[config.mk]
export PLATFORM = sky130hd
export DESIGN_NAME = sfpc_enc
export DESIGN_NICKNAME = d
export VERILOG_FILES = /design/src/sfpc_pkg.sv /design/src/sfpc_enc.sv
export SDC_FILE = /design/constraint.sdc
export NUM_CORES = 2
export LEC_CHECK = 0
export BUFFER_PORTS_ARGS = -buffer_cell sky130_fd_sc_hd__buf_2
export CAP_MARGIN = 20
export CORE_AREA = 2 2 276 278
export CTS_BUF_LIST = sky130_fd_sc_hd__clkbuf_4
export CTS_CLUSTER_DIAMETER = 80
export CTS_CLUSTER_SIZE = 16
export DETAILED_ROUTE_END_ITERATION = 10
export DIE_AREA = 0 0 278 280
export PLACE_DENSITY = 0.74
export SYNTH_ARGS = -nofsm -noshare
export SYNTH_HDL_FRONTEND = slang
export SYNTH_SLANG_ARGS = --single-unit
[constraint.sdc]
create_clock -name clk -period 15 [get_ports clk]
set_input_delay 3.75 -clock clk [delete_from_list [all_inputs] [get_ports clk]]
set_output_delay 3.75 -clock clk [all_outputs]
set_load 0.01 [all_outputs]
[src/sfpc_pkg.sv]
`timescale 1ns / 1ps

package sfpc_pkg;

	// Output sample encodings, as written to the sample_encoding register
	typedef enum logic [1:0] {
		ENC_FLOAT32 = 2'd0,
		ENC_PCM16   = 2'd1,
		ENC_PCM24   = 2'd2,
		ENC_PCM32   = 2'd3
	} enc_t;

	// Configuration register indexes
	localparam logic [1:0] REG_SAMPLE_ENCODING = 2'd0;
	localparam logic [1:0] REG_CHANNEL_COUNT   = 2'd1;

	localparam int MAX_CHANNELS = 8;
	localparam int CH_W = (MAX_CHANNELS > 1) ? $clog2(MAX_CHANNELS) : 1;

	// Frame buffer between the conversion pipeline and the word sequencer
	localparam int FIFO_DEPTH = 16;
	localparam int FIFO_AW = $clog2(FIFO_DEPTH);

	// PCM full-scale factors
	localparam logic [30:0] K_PCM16 = 31'd32767;
	localparam logic [30:0] K_PCM24 = 31'd8388607;
	localparam logic [30:0] K_PCM32 = 31'd2147483647;

	localparam logic [31:0] FP_ONE = 32'h3F80_0000;
	localparam logic [31:0] FP_INF = 32'h7F80_0000;
	localparam logic [31:0] FP_QNAN = 32'h7FC0_0000;

endpackage

[src/sfpc_enc.sv]
`timescale 1ns / 1ps

module sfpc_enc import sfpc_pkg::*; (
	input  logic        clk,
	input  enc_t        enc,
	input  logic [31:0] x,
	output logic [31:0] word
);

	// scale by the full-scale factor
	logic [30:0] k6;
	logic [23:0] m6;
	logic [54:0] p6;

	logic [54:0] p_s6;
	logic [7:0]  e_s6;
	logic        sign_s6, zero_s6;
	logic [31:0] x_s6;

	always_comb begin
		unique case (enc)
			ENC_PCM16: k6 = K_PCM16;
			ENC_PCM24: k6 = K_PCM24;
			default:   k6 = K_PCM32;
		endcase
		m6 = {1'b1, x[22:0]};
		p6 = 55'(m6) * 55'(k6);
	end

	always_ff @(posedge clk) begin
		p_s6 <= p6;
		e_s6 <= x[30:23];
		sign_s6 <= x[31];
		zero_s6 <= x[30:23] == 8'd0;
		x_s6 <= x;
	end

	// round the product to the working precision (24 or 53 bits)
	logic        t7, up7;
	logic [4:0]  d7;
	logic [55:0] pw7, keep7, low7, half7, v7;

	logic [55:0] v_s7;
	logic [7:0]  e_s7;
	logic        sign_s7, zero_s7;
	logic [31:0] x_s7;

	always_comb begin
		unique case (enc)
			ENC_PCM16: begin
				t7 = p_s6[38];
				d7 = 5'd14 + 5'(t7);
			end
			ENC_PCM24: begin
				t7 = p_s6[46];
				d7 = 5'd22 + 5'(t7);
			end
			default: begin
				t7 = p_s6[54];
				d7 = 5'd1 + 5'(t7);
			end
		endcase
		pw7 = {1'b0, p_s6};
		keep7 = pw7 >> d7;
		low7 = pw7 & ((56'd1 << d7) - 56'd1);
		half7 = 56'd1 << (d7 - 5'd1);
		up7 = (low7 > half7) || (low7 == half7 && keep7[0]);
		v7 = (keep7 + 56'(up7)) << d7;
	end

	always_ff @(posedge clk) begin
		v_s7 <= v7;
		e_s7 <= e_s6;
		sign_s7 <= sign_s6;
		zero_s7 <= zero_s6;
		x_s7 <= x_s6;
	end

	// drop the fraction, keep the half bit and sticky
	logic [7:0]  sh8;
	logic [5:0]  shm8;
	logic [32:0] int8;
	logic        half8, st8;

	logic [32:0] int_s8;
	logic        half_s8, st_s8, sign_s8, zero_s8;
	logic [31:0] x_s8;

	always_comb begin
		sh8 = 8'd150 - e_s7;
		shm8 = 6'(sh8 - 8'd1);
		if (sh8 >= 8'd57) begin
			int8 = 33'd0;
			half8 = 1'b0;
			st8 = 1'b0;
		end else begin
			int8 = 33'(v_s7 >> sh8);
			half8 = v_s7[shm8];
			st8 = |(v_s7 & ((56'd1 << shm8) - 56'd1));
		end
	end

	always_ff @(posedge clk) begin
		int_s8 <= int8;
		half_s8 <= half8;
		st_s8 <= st8;
		sign_s8 <= sign_s7;
		zero_s8 <= zero_s7;
		x_s8 <= x_s7;
	end

	// integer rounding, sign, packing
	logic        up9;
	logic [32:0] mag9, val9;
	logic [31:0] w9;
	logic [31:0] word_s9;

	always_comb begin
		if (enc == ENC_PCM32) begin
			up9 = half_s8;
		end else begin
			up9 = half_s8 & (st_s8 | int_s8[0]);
		end
		mag9 = int_s8 + 33'(up9);
		val9 = sign_s8 ? (33'd0 - mag9) : mag9;
		unique case (enc)
			ENC_FLOAT32: w9 = x_s8;
			ENC_PCM16:   w9 = zero_s8 ? 32'd0 : {16'd0, val9[15:0]};
			ENC_PCM24:   w9 = zero_s8 ? 32'd0 : {8'd0, val9[23:0]};
			default:     w9 = zero_s8 ? 32'd0 : val9[31:0];
		endcase
	end

	always_ff @(posedge clk) begin
		word_s9 <= w9;
	end

	assign word = word_s9;

endmodule

==> results.py <==
metrics = {
    "final_layout": {
        "area_growth_pct": 3.75,
        "finalNetCount": 4793,
        "drive_gt1_share_pct": 9.55,
        "final_util_pct": 51.3,
        "n_fill_cell": 6983,
    },
    "timing": {
        "timing.fmax_mhz": 87.7,
        "timing.final.crit_share_pct": 76.0,
        "hold_violations": 0,
        "period_minus_slack_ps": 11410,
        "setup_viol_count_final": 0,
        "rsz0062_at_grt": "no",
        "skew_ps": 62.0,
        "slew_viol_final": 0,
        "tightestPinTransition_ps": 1200,
        "slew-limit-headroom_pct": 19.9,
        "fin_ws_ps": 3590,
        "fin_tns_setup_ps": 0,
    },
    "job": {
        "max-cap-violations": 0,
    },
    "run_status": {
        "status": "completed",
    },
    "global_route": {
        "track_usage_pct": 32.4,
        "grt-ovfl-total": 0,
        "grt_pass1_vias": 32300,
        "grt_pass1_wl_mm": 196,
        "antenna_found_initial": 6,
        "grt_max_degree": 128,
    },
    "hold_path": {
        "holdPathStages": 0,
        "hp-start": "x_s7[18]",
        "hp-class": "reg -> reg",
        "min_to": "x_s8[18]",
    },
    "cts": {
        "clk_latency_ps": 860,
        "clock_tree.buffer_depth": 3,
        "tritoncts": "built",
        "path_clk_slew_ps": 170,
        "cts-root-buf": "clkbuf_4",
        "numClockSinks": 275,
        "htree_num_levels": 1,
        "cts_hold_buf": 0,
        "cts_buffers": 25,
        "post_cts_buffers": 0,
        "ctsResizeCount": 0,
    },
    "floorplanning": {
        "pin_count": 67,
        "initial_utilization_pct": 49.5,
        "die_area_sq_um": 77800,
        "core_area_sq_um": 75200,
        "dieWidth_microns": 278,
        "fp.dieH_microns": 280,
        "fp-row-count": 101,
    },
    "routing": {
        "drtPass1Iterations": 7,
        "first_iter_violations": 4091,
        "vias_per_cell": 6.45,
        "post_drt_wl_per_cell_microns": 24.8,
        "via_count": 33000,
        "ant_nets": 0,
        "routed_wl_mm": 127,
        "drc": 0,
    },
    "placement": {
        "portBuffers": 66,
        "preCtsSetupSlack_ps": 2770,
        "place_congestion": 1.01,
        "dp_hpwl_mm": 99.6,
    },
    "critical_path": {
        "crit_path_max_incr_delay_ps": 790,
        "reg2reg_slack_ps": 6570,
        "critical_path.reg2reg.startpoint": "p_s6[54]",
        "critPathTopFamily": "adder cells",
        "reg2reg_depth": 25,
        "cp-start-kind": "input pin",
        "path_common_cell": "fa_1",
        "crit_arrival_ps": 12220,
        "required_ps": 15810,
        "cp-end-kind": "register",
        "critPathKind": "in -> reg",
        "cp_slowest_cell": "fa_1",
        "critPathBufInv": 5,
        "r2r_end": "v_s7[48]",
        "path_max_fanout": 127,
    },
    "logic_synthesis": {
        "yosys_warnings": 0,
        "ys_top_cells_by_area": "fa_1 (21%), dfxtp_1 (15%), ha_1 (8.0%)",
        "synth_cell_type_count": 99,
        "synth_top_area_share_pct": 21.1,
        "synth_flop_cell": "dfxtp_1",
        "netlist_area_sq_um": 37200,
        "syn_avg_cell_area_sq_um": 8.82,
        "netlist_instances": 4218,
        "ys_ff_latch": 275,
        "yosys.area.top_type": "fa_1",
        "yosysSeqAreaShare_pct": 14.8,
        "synth_edf_count": 0,
        "ys_async_sr_fraction_pct": 0,
    },
}
==> cell families after synthesis <==
kind of cell	Yosys count	synth area share, %
muxes	290	11.1
DFF	275	14.8
xor gates and xnor gates	171	4.06
and+or+nand+nor	1204	15.6
buffers and inverters	707	7.60
other	2	0.0202
AOI/OAI and AO/OA	938	17.6
adders and majority gates	631	29.2
==> metrics by stage <==
step                      hold slack [ps]  area, sq um  std cells
after CTS                             323        38600       5115
after global placement                310        38300       5077
after global routing                  324        38600       5117
after detailed placement              312        38300       5077
after floorplan                       310        37200       4225
final                                 323        38600       5118
==> cell type report <==
type,instances,area (sq um),share of cell area (%)
Clock buffer,28,210,0.545
Clock inverter,10,103,0.266
Inverter,456,1710,4.43
Tap cell,978,1220,3.17
Timing Repair Buffer,126,813,2.11
Antenna cell,2,5.00,0.0130
Multi-Input combinational cell,3243,29000,75.2
Sequential cell,275,5510,14.3
==> worst max-delay path by stage <==
stage / endpoint / startpoint / cells past startpoint
CTS: p_s6[48] / enc[1] / 28
finish: p_s6[49] / enc[0] / 27
global placement: p_s6[52] / enc[1] / 28
floorplan: p_s6[49] / enc[0] / 36
detailed placement: p_s6[49] / enc[0] / 27
global route: p_s6[53] / enc[0] / 27
==> cells in the mapped netlist (56+ instances only) <==
cell type / n
mux2i_1: 128
nand2_1: 367
xor2_1: 56
mux4_2: 89
o21ai_0: 154
clkbuf_1: 169
a211oi_1: 68
inv_1: 455
nand3_1: 108
fa_1: 393
nor2_1: 295
dfxtp_1: 275
ha_1: 238
mux2_2: 71
nor3_1: 63
a21oi_1: 187
xnor2_1: 114
nor2b_1: 68
==> cells in the final DEF, fill, tap and decap left out, types with 37 or more instances in the layout <==
| cell type | count |
|---|---|
| inv_1 | 452 |
| mux4_2 | 89 |
| o211ai_1 | 41 |
| nor2b_1 | 67 |
| nand2b_1 | 49 |
| a21oi_1 | 187 |
| a21o_1 | 42 |
| buf_2 | 66 |
| fa_1 | 393 |
| nand3_1 | 108 |
| o21ai_0 | 154 |
| a31oi_1 | 38 |
| mux2i_1 | 128 |
| nand2_1 | 366 |
| nand4_1 | 54 |
| nor2_1 | 294 |
| nor3_1 | 63 |
| xnor2_1 | 107 |
| and2_1 | 37 |
| a211oi_1 | 68 |
| xor2_1 | 55 |
| ha_1 | 234 |
| and3_1 | 43 |
| mux2_2 | 71 |
| a22o_1 | 45 |
| dfxtp_1 | 273 |
| buf_4 | 58 |
==> state kept, by name, summed over array words and instances (netlist names) <==
register / cells
x_s6: 31
zero_s7: 1
half_s8: 1
zero_s8: 1
st_s8: 1
word: 32
x_s7: 31
sign_s8: 1
v_s7: 56
int_s8: 32
x_s8: 31
zero_s6: 1
p_s6: 54
sign_s7: 1
sign_s6: 1
==> layer usage <==
layer	vias up	wire length [microns]	GRT usage, %
li1	14600	-	-
met1	16000	50400	42.6
met2	1894	57000	50.9
met3	458	12400	7.01
met4	6	7370	15.5
met5	-	36	0
Power is left out: the tool's default activity adds up to more than one toggle a clock period on the data nets, which glitch-free logic cannot reach.
