File: src/sfpc_pkg.sv
`timescale 1ns / 1ps

package sfpc_pkg;

	// Output sample encodings, as written to the sample_encoding register
	typedef enum logic [1:0] {
		ENC_FLOAT32 = 2'd0,
		ENC_PCM16   = 2'd1,
		ENC_PCM24   = 2'd2,
		ENC_PCM32   = 2'd3
	} enc_t;

	// Configuration register indexes
	localparam logic [1:0] REG_SAMPLE_ENCODING = 2'd0;
	localparam logic [1:0] REG_CHANNEL_COUNT   = 2'd1;

	localparam int MAX_CHANNELS = 8;
	localparam int CH_W = (MAX_CHANNELS > 1) ? $clog2(MAX_CHANNELS) : 1;

	// Frame buffer between the conversion pipeline and the word sequencer
	localparam int FIFO_DEPTH = 16;
	localparam int FIFO_AW = $clog2(FIFO_DEPTH);

	// PCM full-scale factors
	localparam logic [30:0] K_PCM16 = 31'd32767;
	localparam logic [30:0] K_PCM24 = 31'd8388607;
	localparam logic [30:0] K_PCM32 = 31'd2147483647;

	localparam logic [31:0] FP_ONE = 32'h3F80_0000;
	localparam logic [31:0] FP_INF = 32'h7F80_0000;
	localparam logic [31:0] FP_QNAN = 32'h7FC0_0000;

endpackage

File: src/sfpc_fadd.sv
`timescale 1ns / 1ps

module sfpc_fadd import sfpc_pkg::*; (
	input  logic        clk,
	input  logic [31:0] a,
	input  logic [31:0] b,
	output logic [31:0] sum
);

	// align
	logic        a_big;
	logic [31:0] big, sml;
	logic [7:0]  eb, es, ebe, ese, d2;
	logic [23:0] mbig, msml;
	logic [26:0] mext, al2;

	logic [26:0] ma_s2, mb_s2;
	logic [7:0]  e_s2;
	logic        sub_s2, sign_s2, nan_s2, inf_s2;

	always_comb begin
		a_big = a[30:0] >= b[30:0];
		big = a_big ? a : b;
		sml = a_big ? b : a;
		eb = big[30:23];
		es = sml[30:23];
		ebe = (eb == 8'd0) ? 8'd1 : eb;
		ese = (es == 8'd0) ? 8'd1 : es;
		mbig = {eb != 8'd0, big[22:0]};
		msml = {es != 8'd0, sml[22:0]};
		d2 = ebe - ese;
		mext = {msml, 3'b000};
		if (d2 >= 8'd27) begin
			al2 = {26'd0, |msml};
		end else begin
			al2 = (mext >> d2) | {26'd0, |(mext & ((27'd1 << d2) - 27'd1))};
		end
	end

	always_ff @(posedge clk) begin
		ma_s2 <= {mbig, 3'b000};
		mb_s2 <= al2;
		e_s2 <= ebe;
		sub_s2 <= big[31] ^ sml[31];
		sign_s2 <= big[31];
		nan_s2 <= (eb == 8'hFF && big[22:0] != 23'd0) || (es == 8'hFF && sml[22:0] != 23'd0)
			|| (eb == 8'hFF && es == 8'hFF && big[31] != sml[31]);
		inf_s2 <= eb == 8'hFF;
	end

	// add or subtract, count leading zeros
	logic [27:0] r3;
	logic [4:0]  lz3;

	logic [27:0] r_s3;
	logic [4:0]  lz_s3;
	logic [7:0]  e_s3;
	logic        sign_s3, nan_s3, inf_s3, zero_s3;

	always_comb begin
		if (sub_s2) begin
			r3 = {1'b0, ma_s2} - {1'b0, mb_s2};
		end else begin
			r3 = {1'b0, ma_s2} + {1'b0, mb_s2};
		end
		lz3 = 5'd27;
		for (int i = 0; i < 27; i++) begin
			if (r3[i]) begin
				lz3 = 5'(26 - i);
			end
		end
	end

	always_ff @(posedge clk) begin
		r_s3 <= r3;
		lz_s3 <= lz3;
		e_s3 <= e_s2;
		zero_s3 <= r3 == 28'd0;
		// exact cancellation rounds to +0
		sign_s3 <= (r3 == 28'd0 && sub_s2) ? 1'b0 : sign_s2;
		nan_s3 <= nan_s2;
		inf_s3 <= inf_s2;
	end

	// normalize and round to nearest even
	logic [7:0]  lim4, sh4;
	logic [26:0] n4;
	logic [23:0] m4;
	logic        g4, st4, up4;
	logic [8:0]  ee4;
	logic [24:0] mr4;
	logic [31:0] bits4, mag4;
	logic [31:0] sum_s4;

	always_comb begin
		lim4 = e_s3 - 8'd1;
		sh4 = ({3'b000, lz_s3} <= lim4) ? {3'b000, lz_s3} : lim4;
		n4 = r_s3[26:0] << sh4;
		if (r_s3[27]) begin
			m4 = r_s3[27:4];
			g4 = r_s3[3];
			st4 = |r_s3[2:0];
			ee4 = {1'b0, e_s3} + 9'd1;
		end else begin
			m4 = n4[26:3];
			g4 = n4[2];
			st4 = |n4[1:0];
			ee4 = {1'b0, e_s3} - {1'b0, sh4};
		end
		up4 = g4 & (st4 | m4[0]);
		mr4 = {1'b0, m4} + 25'(up4);
		bits4 = (32'(ee4 - 9'd1) << 23) + 32'(mr4);
		if (nan_s3) begin
			mag4 = FP_QNAN;
		end else if (inf_s3 || bits4 >= FP_INF) begin
			mag4 = FP_INF;
		end else if (zero_s3) begin
			mag4 = 32'd0;
		end else begin
			mag4 = bits4;
		end
	end

	always_ff @(posedge clk) begin
		sum_s4 <= {sign_s3, mag4[30:0]};
	end

	assign sum = sum_s4;

endmodule

File: config.mk
export PLATFORM = sky130hd
export DESIGN_NAME = sfpc_fadd
export DESIGN_NICKNAME = d
export VERILOG_FILES = /design/src/sfpc_pkg.sv /design/src/sfpc_fadd.sv
export SDC_FILE = /design/constraint.sdc
export NUM_CORES = 1
export LEC_CHECK = 0
export BUFFER_PORTS_ARGS = -buffer_cell sky130_fd_sc_hd__buf_2
export CAP_MARGIN = 25
export CORE_ASPECT_RATIO = 1.75
export CORE_MARGIN = 4
export CORE_UTILIZATION = 56
export DETAILED_ROUTE_END_ITERATION = 8
export GPL_TIMING_DRIVEN = 0
export PLACE_DENSITY_LB_ADDON = 0.15
export REMOVE_ABC_BUFFERS = 1
export SETUP_SLACK_MARGIN = 0.2
export SLEW_MARGIN = 20
export SYNTH_ARGS = -nofsm -noshare
export SYNTH_HDL_FRONTEND = slang
export SYNTH_SLANG_ARGS = --single-unit
File: constraint.sdc
create_clock -name clk -period 16.9 [get_ports clk]
set_clock_uncertainty 0.1 [all_clocks]
set_input_delay 0.845 -clock clk [delete_from_list [all_inputs] [get_ports clk]]
set_output_delay 0.845 -clock clk [all_outputs]
set_load 0.01 [all_outputs]
==> metrics.cfg <==
[logic_synthesis]
main_flop_type_after_synthesis=dfxtp_1
synth.distinct_cells=100
synth-edff-count=0
asyncSetResetFlopFracSynth_pct=0
post_synth.cell_area_avg_sq_um=7.97
post_synth_inst_count=1654
seq_total_area_yosys_pct=21.2
syn_area_sq_mm=0.0132
yosys_warnings=0
synth-seq-cells=140

[power]
switching_share_pct=50.3
power_switching_uw=1260
clockPowerShare_pct=14.9
internal_power_uw=1240
power.leakage_uw=0.00610
power_frac_comb_pct=65.3
power.ir.vdd_worst_uv=79.9
power.sequential.fraction_pct=19.8
power_density_mw_per_mm2=171

[critical_path]
reg2reg_from=e_s3[0]
crit_start=b[20]
r2r_slack_ps=8220
worst_path_max_delay_cell=nor2_1
setup.worst_path.end_class=flop
critical_path.reg2reg.endpoint=sum[3]
reg2regPathDepth=28
critPathMaxFanout=63
startpoint_type=primary input
critical-path-max-stage-delay_ps=830
cp_data_required_time_ps=17130
cp.arrival_ps=9480
critical_path_class=primary input to flop

[placed_design]
dp_hpwl_microns=39300
buffers_on_ports=96
finalWeightedCongestion=1.08

[floorplanning]
floorplan.die_area_sq_mm=0.0262
num_rows=74
io-pin-count=97
fp.coreArea_sq_mm=0.0232
initial_cell_density_of_the_core_pct=56.8
fp.dieW_microns=124
fp.dieH_microns=211

[sta]
slew_headroom_pct=22.1
totalNegativeSetupSlack_ps=0
unrepaired_setup_endpoints_after_global_routing=no
finalHoldViolCount=0
timing.fmax_ghz=0.108
whs_ps=226
tightest_slew_ps=1160
final_critical_path_share_of_the_clock_period_pct=54.7
pins_over_their_slew_limit=0
timing.final.setup_violations=0
finalWorstPathRequiredPeriod_ps=9250

[cts]
clockRootBuffer=clkbuf_16
cts_hold_buf=0
tritoncts=built
clock-sinks=140
post-cts-setup-buffer-count=0
clkTransAtPathRegs_ps=60
numCtsBuffers=17
cts_resized=0
cts.path.max_buffers=2
worstSkewPairLatency_ps=450
cts.htree.levels=4

[layout]
layout.cells.most_common_list=137 x nor2_1, 137 x dfxtp_1, 135 x nand2_1, 127 x inv_1, 114 x a21oi_1
antenna-diode-count=0
fillers=2117
drive_above_1_share_pct=14.7
p_r_area_growth_vs_syn_pct=11.0
nets=1884

[drt]
number_of_vias_in_the_routed_layout=13400
post_drt_via_cell_ratio=6.61
detail_route.iter0.violations=767
route.detailed.drc=0
route.antenna.remaining_nets=0
drt-wirelength-per-cell_microns=24.2
firstDrtPassIters=5
wirelength_microns=49100

[hold_path]
hold-path-cell-count=0
min_from=sign_s3
kind_of_path_behind_the_tightest_hold_check=flop to flop
whs_endpoint=sum[31]

[global_route]
number_of_global_route_vias_before_repair=13600
grt.overflow.total=0
grt_max_degree=64
gr_usage_total_pct=37.9
antenna_violations_before_repair=0
grt_pass1_wl_microns=74600

[outcome]
run_status=finished clean

[run]
cap_violations=0

layout make-up:
type | instances | area (sq um) | share of cell area [%]
tap | 304 | 380 | 2.60
timing repair buffer | 111 | 727 | 4.97
clock inverter | 15 | 153 | 1.04
clock buffer | 17 | 425 | 2.91
sequential | 140 | 2810 | 19.2
multi-input combinational | 1311 | 9660 | 66.0
inverter | 130 | 488 | 3.33
stage by stage:
| stage | cell area [sq um] | util, % | worst slack, ps | instances | power [uW] |
|---|---|---|---|---|---|
| floorplan | 12900 | - | 8180 | 1581 | 1590 |
| global placement | 13700 | 59.1 | 5130 | 1981 | 2010 |
| detailed placement | 14000 | 60.4 | 7350 | 1995 | 2080 |
| CTS | 14600 | 62.9 | 7780 | 2027 | 2450 |
| global route | 14600 | 63.0 | 7100 | 2028 | 2650 |
| finish | 14600 | 63.0 | 7650 | 2028 | 2500 |
worst max-delay path, delay by kind of cell:
kind                     cells  cell delay [ps]
AND/OR/NAND/NOR             11             4400
AO/OA/AOI/OAI               12             2660
adder cells (fa/ha/maj)      3              770
multiplexers                 1              400
buffers and inverters        4              380
registers in the layout, indices dropped and copies added (netlist names), 5 cells and up:
register,flops
mb_s2,27
sum,32
ma_s2,24
e_s2,8
r_s3,28
e_s3,8
lz_s3,5
power groups by stage:
stage,Clock [uW],Combinational (uW),Sequential [uW]
2_1_floorplan,0,1110,489
3_3_place_gp,0,1510,500
3_5_place_dp,0,1580,496
4_1_cts,373,1590,490
5_1_grt,387,1760,504
6_report,372,1630,496
kinds of logic (layout without fill, tap and decap cells):
| family | Yosys count | in the layout | synth area share [%] |
|---|---|---|---|
| compound gates | 455 | 455 | 23.8 |
| fa+ha+maj | 108 | 108 | 10.4 |
| buf+inv | 203 | 273 | 6.18 |
| xor+xnor | 78 | 78 | 5.24 |
| flops | 140 | 140 | 21.2 |
| simple gates | 549 | 549 | 21.2 |
| mux | 121 | 121 | 11.9 |
Yosys cell counts (17+ instances only):
master / number / area [sq um]
a211oi_1: 29 / 218
a21o_1: 19 / 143
a21oi_1: 114 / 571
a22oi_1: 21 / 158
a31oi_1: 21 / 131
clkbuf_1: 53 / 199
dfxtp_1: 140 / 2800
ha_1: 105 / 1310
inv_1: 127 / 477
mux2_2: 20 / 225
mux2i_1: 72 / 721
mux4_2: 25 / 563
nand2_1: 135 / 507
nand3_1: 32 / 160
nand4_1: 25 / 156
nor2_1: 139 / 522
nor3_1: 57 / 285
nor3_2: 17 / 170
nor4_1: 33 / 206
o21ai_0: 78 / 390
o21bai_1: 23 / 173
xnor2_1: 44 / 385
xor2_1: 33 / 289
per-layer routing:
metal	global-route usage, %	share of wire (%)	vias up
li1	-	-	6240
met1	31.5	30	6276
met2	70.0	52	632
met3	8.09	5.8	251
met4	36.8	12	0
met5	0	0	-
worst max path at each step:
stage          endpoint  slack (ps)  cells after the start
6_report       mb_s2[0]        7650                     31
5_1_grt        mb_s2[0]        7100                     31
3_5_place_dp   mb_s2[0]        7350                     31
3_3_place_gp   mb_s2[0]        5130                     31
2_1_floorplan  mb_s2[0]        8180                     31
4_1_cts        mb_s2[0]        7780                     31
(Power assumes the default switching activity.)
